`config.mk`:
```
export PLATFORM = sky130hd
export DESIGN_NAME = alc_ctrl
export DESIGN_NICKNAME = d
export VERILOG_FILES = /design/src/sv/alc_pkg.sv /design/src/sv/alc_ctrl.sv
export SDC_FILE = /design/constraint.sdc
export NUM_CORES = 1
export LEC_CHECK = 0
export ABC_AREA = 1
export ABC_CLOCK_PERIOD_IN_PS = 2150
export BUFFER_PORTS_ARGS = -buffer_cell sky130_fd_sc_hd__clkbuf_2
export CORE_AREA = 2 2 39 41
export DETAILED_ROUTE_END_ITERATION = 10
export DIE_AREA = 0 0 41 43
export PLACE_DENSITY = 0.3
export SETUP_SLACK_MARGIN = 0.3
export SLEW_MARGIN = 5
export SYNTH_ARGS = -nofsm -noshare
export SYNTH_HDL_FRONTEND = slang
export SYNTH_SLANG_ARGS = --single-unit
```
`constraint.sdc`:
```
create_clock -name clk -period 2.15 [get_ports clk]
set_input_delay 0.43 -clock clk [delete_from_list [all_inputs] [get_ports clk]]
set_output_delay 0.43 -clock clk [all_outputs]
set_load 0.1 [all_outputs]
```
`src/sv/alc_pkg.sv`:
```
// Shared types, codes and defaults for the agglomerative linkage clustering block.
package alc_pkg;

  localparam int MAX_POINTS_DEF = 64;
  localparam int DIST_WIDTH_DEF = 32;

  localparam int ID_W       = 7;
  localparam int CFG_DATA_W = 7;
  localparam int CFG_IDX_W  = 1;
  localparam int METHOD_W   = 2;

  localparam logic [CFG_IDX_W-1:0] CFG_POINT_COUNT = 1'd0;
  localparam logic [CFG_IDX_W-1:0] CFG_METHOD      = 1'd1;

  localparam logic [METHOD_W-1:0] METH_SINGLE   = 2'd0;
  localparam logic [METHOD_W-1:0] METH_COMPLETE = 2'd1;
  localparam logic [METHOD_W-1:0] METH_AVERAGE  = 2'd2;

  typedef enum logic [2:0] {
    ST_LOAD,
    ST_INIT,
    ST_SCAN,
    ST_FETCH,
    ST_EMIT,
    ST_ROW,
    ST_REBUILD
  } phase_t;

  typedef struct packed {
    phase_t phase;
  } ctl_cmd_t;

  typedef struct packed {
    logic done;
    logic last;
  } ctl_sts_t;

endpackage

```
`src/sv/alc_ctrl.sv`:
```
// Phase sequencer for loading and merging.
module alc_ctrl (
  input  logic              clk,
  input  logic              rst_n,
  input  alc_pkg::ctl_sts_t sts,
  output alc_pkg::ctl_cmd_t cmd,
  output logic              in_stall
);

  alc_pkg::phase_t state_r;
  alc_pkg::phase_t state_nxt;

  always_comb begin
    state_nxt = state_r;
    if (sts.done) begin
      case (state_r)
        alc_pkg::ST_LOAD:    state_nxt = alc_pkg::ST_INIT;
        alc_pkg::ST_INIT:    state_nxt = alc_pkg::ST_SCAN;
        alc_pkg::ST_SCAN:    state_nxt = alc_pkg::ST_FETCH;
        alc_pkg::ST_FETCH:   state_nxt = alc_pkg::ST_EMIT;
        alc_pkg::ST_EMIT:    state_nxt = sts.last ? alc_pkg::ST_LOAD : alc_pkg::ST_ROW;
        alc_pkg::ST_ROW:     state_nxt = alc_pkg::ST_REBUILD;
        alc_pkg::ST_REBUILD: state_nxt = alc_pkg::ST_SCAN;
        default:             state_nxt = alc_pkg::ST_LOAD;
      endcase
    end
  end

  always_comb begin
    cmd.phase = state_r;
    in_stall  = (state_r != alc_pkg::ST_LOAD);
  end

  always_ff @(posedge clk) begin
    if (!rst_n) begin
      state_r <= alc_pkg::ST_LOAD;
    end else begin
      state_r <= state_nxt;
    end
  end

endmodule

```
==> results of run 1 <==
[worst paths after layout]
check | cells after the start | startpoint | slack [ns] | to
worst max-delay path | 3 | cmd[0] | 0.54 | in_stall
worst min-delay path | 3 | rst_n | 0.44 | cmd[1]
worst max register to register | 5 | cmd[0] | 1.26 | cmd[0]
worst min register to register | 2 | cmd[1] | 0.49 | cmd[1]
[metal layers]
layer / vias to the layer above / part of all wire, %
met2: 8 / 40
li1: 104 / -
met4: 0 / 0
met1: 75 / 42
met5: - / 0
met3: 0 / 18
[power groups by stage]
stage	sequential, mW	combinational (mW)	clock (mW)
6_report	0.0637	0.0601	0.0961
4_1_cts	0.0638	0.0607	0.101
5_1_grt	0.0643	0.0632	0.107
3_3_place_gp	0.0645	0.0608	0
2_1_floorplan	0.0844	0.0296	0
3_5_place_dp	0.0646	0.0606	0
[cell usage in the layout (no fill, tap or decap), drive strengths merged]
cell type / Yosys / layout
nor2: 2 / 2
inv: 5 / 5
or2: 1 / 1
o21ai: 2 / 2
nand2: 10 / 10
a21oi: 3 / 3
dfxtp: 3 / 3
clkbuf: 0 / 11
nand3: 1 / 1
[logic make-up (layout without fill, tap and decap cells)]
kind of cell | count (synthesis) | after routing | share of synthesized area [%]
compound gates | 5 | 5 | 19.1
flops | 3 | 3 | 35.3
buf+inv | 5 | 16 | 11.0
simple gates | 14 | 14 | 34.6
[layout make-up]
cell class | instances | share of cell area, %
clock buffer | 4 | 10.2
inverter | 5 | 7.28
multi-input combinational | 19 | 36.4
sequential | 3 | 24.8
tap | 16 | 7.77
timing repair buffer | 7 | 13.6
[stage by stage]
stage	total power, mW	hold slack [ns]
CTS	0.225	0.431
detailed placement	0.125	0.486
finish	0.220	0.437
global placement	0.125	0.482
global route	0.234	0.446
floorplan	0.114	0.564
[critical path, cell delays in order, from the launching register on]
cell	delay [ns]
dfxtp_2	0.37
nor2_1	0.08
nand2_2	0.05
clkbuf_2	0.44
==> run summary, run 1 <==
status = finished, final reports clean
met3 usage = 4.71%
Die ar. = 1760 um^2
Setup violations, final = 0
DR vias = 187
busiest layer in global routing = met1
sequential share of power = 29.0%
Worst slew margin = 63.9%
sw frac = 36.5%
Clock transition at path regs = 0.04 ns
vias in the first global route = 170
Routed WL per cell = 6.94 um
Layout Cells excl Fill = 54
antenna violations before repair = 0
DR vias/cell = 3.46
cell-internal power = 140 uW
synth cell count leaders = nand2_1 (10), inv_1 (5), dfxtp_1 (3)
slack of the critical path = 0.542 ns
Die Y = 43 um
Ys Warns = 0
Yosys reg bits = 3
ranking of synthesized cells by area = dfxtp_1 (35%), nand2_1 (22%), inv_1 (11%), a21oi_2 (10%), nor2_2 (3.7%)
Crit Path Class = flip-flop to primary output
Slew @ Worst Pin = 0.544 ns
pins over their slew limit = 0
Pre-antenna DRT Iters = 4
RSZ-0062 raised after global routing = false
setup_tns = 0 ns
Synth top area share = 35.3%
clk_skew = 0.00135 ns
Placer Congestion = 0.652
Clock power frac = 43.7%
largest net degree at the start of global routing = 8
Power Density = 853 nW/um^2
first-pass GRT wire length = 648 um
I/O pin total = 8
ys async rst share = 0%
grt ovf = 0
Final period util = 74.8%
PortBufs = 7
Data arrival, critical path = 1.18 ns
worst vdd ir = 0.215 mV
clock latency on the worst-skew pair = 0.23 ns
Fillers = 163
Tot GR Track Use = 5.82%
minimum clock period = 1.61 ns
CTS root buffer = clkbuf_4
CTS Buffer Depth = 2
core area = 1380 um^2
Antenna diodes = 0
floorplan row count = 14
met1 Resource Use GR = 6.73%
DIE WIDTH = 41 um
number of flops mapped to enable cells by yosys = 0
dpl cells = 50
placed inst area = 231 um^2
max cap viols = 0
Starting Density = 12.3%
Post-Syn Instances = 27
distinct cell type count after synthesis = 11
final core occ = 18.6%
Seq. cell area = 63.8 um^2
DPL Wire Length = 311 um
syn nets = 31
count leader, synth = nand2_1
post-route cell area = 258 um^2
total CTS buffers = 3
final net count = 43
multi-input combinational cell area = 93.8 um^2
Critical Path End Type = primary output
Hold Vio Cnt, Final = 0
GR met2 Demand/Resource = 5.94%
CTS Hold Buffers Added = 0
# clock sinks = 3
postcts setup bufs = 0
Routed Wire Length = 375 um
CTS tree = yes
combinational share of power = 27.3%
critical path peak fanout = 7
initial DRC count = 1
DRC = 0
maximum clock rate = 622 MHz
type of origin of the critical path = flip-flop
post-route ant nets = 0
setup slack at placement = 0.777 ns
P_sw = 80.3 uW
cell accounting for the most synthesized area = dfxtp_1
Hold/Removal Path Class = input pin to flip-flop
Crit path required time = 1.72 ns
PostCTS Resize Cnt = 0
Avg Cell Area, Syn = 6.30 um^2
Leak Pwr = 0.127 nW
layout cells sized above 1 = 44.7%
sequential share of the synthesized area = 35.3%
Synth Cell Area = 170 um^2
main flop type after synthesis = dfxtp_1
max FFs per register = 3
area delta synth->final = 51.5%
H-tree levels = 1
Power figures use the tool's default switching activity.
==> inputs of run 2 (changes only) <==
--- a/config.mk
+++ b/config.mk
@@ -6,7 +6,7 @@
 export NUM_CORES = 1
 export LEC_CHECK = 0
 export ABC_AREA = 1
-export ABC_CLOCK_PERIOD_IN_PS = 2150
+export ABC_CLOCK_PERIOD_IN_PS = 1500
 export BUFFER_PORTS_ARGS = -buffer_cell sky130_fd_sc_hd__clkbuf_2
 export CORE_AREA = 2 2 39 41
 export DETAILED_ROUTE_END_ITERATION = 10
==> constraint.sdc (replaced) <==
create_clock -name clk -period 1.5 [get_ports clk]
set_input_delay 0.3 -clock clk [delete_from_list [all_inputs] [get_ports clk]]
set_output_delay 0.3 -clock clk [all_outputs]
set_load 0.1 [all_outputs]
==> run summary, run 2 (synthesized netlist as in run 1, its figures left out) <==
status = finished, final reports clean (unchanged)
Antenna diodes = 0 (unchanged)
CTS Hold Buffers Added = 0 (unchanged)
critical path peak fanout = 6 (was 7)
Critical Path End Type = primary output (unchanged)
worst vdd ir = 0.378 mV (was 0.215 mV)
sequential share of power = 25.2% (was 29.0%)
Fillers = 166 (was 163)
clk_skew = 0.000686 ns (was 0.00135 ns)
minimum hold slack = 0.313 ns (was 0.437 ns)
Placer Congestion = 0.693 (was 0.652)
initial DRC count = 2 (was 1)
final net count = 45 (was 43)
CTS root buffer = clkbuf_4 (unchanged)
most common cell after layout, fill and taps aside = nand2_1 (unchanged)
Data arrival, critical path = 1.01 ns (was 1.18 ns)
DPL Wire Length = 369 um (was 311 um)
Setup violations, final = 0 (unchanged)
PortBufs = 7 (unchanged)
grt ovf = 0 (unchanged)
sw frac = 35.3% (was 36.5%)
area delta synth->final = 103% (was 51.5%)
Slew @ Worst Pin = 0.279 ns (was 0.544 ns)
minimum clock period = 1.31 ns
combinational share of power = 36.1% (was 27.3%)
Die Y = 43 um (unchanged)
largest net degree at the start of global routing = 8 (unchanged)
Power Density = 1030 nW/um^2 (was 853 nW/um^2)
pins over their slew limit = 0 (unchanged)
floorplan row count = 14 (unchanged)
Hold/Removal Path Class = input pin to flip-flop (unchanged)
# clock sinks = 3 (unchanged)
Clock power frac = 38.7% (was 43.7%)
Worst slew margin = 81.5% (was 63.9%)
Tot GR Track Use = 7.31% (was 5.82%)
DIE WIDTH = 41 um (unchanged)
vias in the first global route = 194 (was 170)
DRC = 0 (unchanged)
first-pass GRT wire length = 738 um (was 648 um)
slack of the critical path = 0.190 ns (was 0.542 ns)
Die ar. = 1760 um^2 (unchanged)
Routed WL per cell = 8.20 um (was 6.94 um)
Seq. cell area = 71.3 um^2 (was 63.8 um^2)
CTS tree = yes (unchanged)
Pre-antenna DRT Iters = 2 (was 4)
final core occ = 25.0% (was 18.6%)
max cap viols = 0 (unchanged)
H-tree levels = 1 (unchanged)
DR vias/cell = 3.68 (was 3.46)
core area = 1380 um^2 (unchanged)
Routed Wire Length = 459 um (was 375 um)
setup_tns = 0 ns (unchanged)
most frequent cells in the layout = nand2_1 (9), inv_1 (4) (was nand2_1 (9), clkbuf_2 (7), inv_1 (5))
maximum clock rate = 763 MHz
P_sw = 126 uW (was 80.3 uW)
post-route ant nets = 0 (unchanged)
I/O pin total = 8 (unchanged)
Crit Path Class = flip-flop to primary output (unchanged)
multi-input combinational cell area = 115 um^2 (was 93.8 um^2)
Clock transition at path regs = 0.03 ns (was 0.04 ns)
setup slack at placement = 0.197 ns (was 0.777 ns)
total CTS buffers = 3 (unchanged)
DR vias = 206 (was 187)
Crit path required time = 1.20 ns (was 1.72 ns)
cell-internal power = 231 uW (was 140 uW)
Leak Pwr = 0.157 nW (was 0.127 nW)
Hold Vio Cnt, Final = 0 (unchanged)
antenna violations before repair = 0 (unchanged)
RSZ-0062 raised after global routing = true (was false)
type of origin of the critical path = flip-flop (unchanged)
Starting Density = 12.3% (unchanged)
Final period util = 87.3%
layout cells sized above 1 = 52.5% (was 44.7%)
CTS Buffer Depth = 2 (unchanged)
max FFs per register = 3 (unchanged)
clock latency on the worst-skew pair = 0.23 ns (about the same)
run 2: changes by cell type in the layout (fill, tap and decap cells not counted), moves of 3 or more:
cell / previous run / this run
clkbuf_2: 7 / 3
buf_4: 0 / 3
dfxtp_2: 3 / 0
dfxtp_4: 0 / 3
run 2: cell type report:
cell class,count,area share [%]
inverters,5,5.43
multi-input cells,19,33.3
well taps,16,5.80
flip-flops and latches,3,20.7
repair buffers,9,27.2
clock buffers,4,7.61
run 2: critical path, cell delays in order, from the launching register on:
cell,delay (ns)
dfxtp_4,0.35
nor2_4,0.17
nand2_8,0.06
clkbuf_16,0.19
run 2: power by group through the flow:
stage          registers [mW]  logic (mW)  clock network (mW)
5_1_grt                0.0906       0.136               0.159
6_report               0.0898       0.129               0.138
3_5_place_dp           0.0898      0.0971                   0
4_1_cts                0.0900       0.113               0.147
3_3_place_gp           0.0895      0.0969                   0
2_1_floorplan           0.119      0.0494                   0
run 2: final timing paths:
check	cells past startpoint	to	from	slack, ns
worst min register to register	2	cmd[1]	cmd[1]	0.52
worst max register to register	6	cmd[2]	cmd[0]	0.48
worst min-delay path	3	cmd[1]	rst_n	0.31
worst max-delay path	3	in_stall	cmd[0]	0.19
run 2: metal layers:
layer  global-route usage [%]  wire [um]
met5                        0          0
met4                     10.0          0
met3                     4.71         19
met2                     9.69        258
met1                     5.75        181
run 2: metrics by stage:
stage          power [mW]  instance area (um^2)  std cells
6_report            0.357                   345         56
5_1_grt             0.385                   345         56
4_1_cts             0.349                   314         54
3_5_place_dp        0.187                   263         50
3_3_place_gp        0.186                   263         50
2_1_floorplan       0.168                   200         27
run 2: timing repair:
action | CTS | global route
buffers inserted | 0 | 2
setup endpoints to repair | 1 | 4
pin swaps | 1 | 2
resized for setup | 4 | 4
cloned | 0 | 0
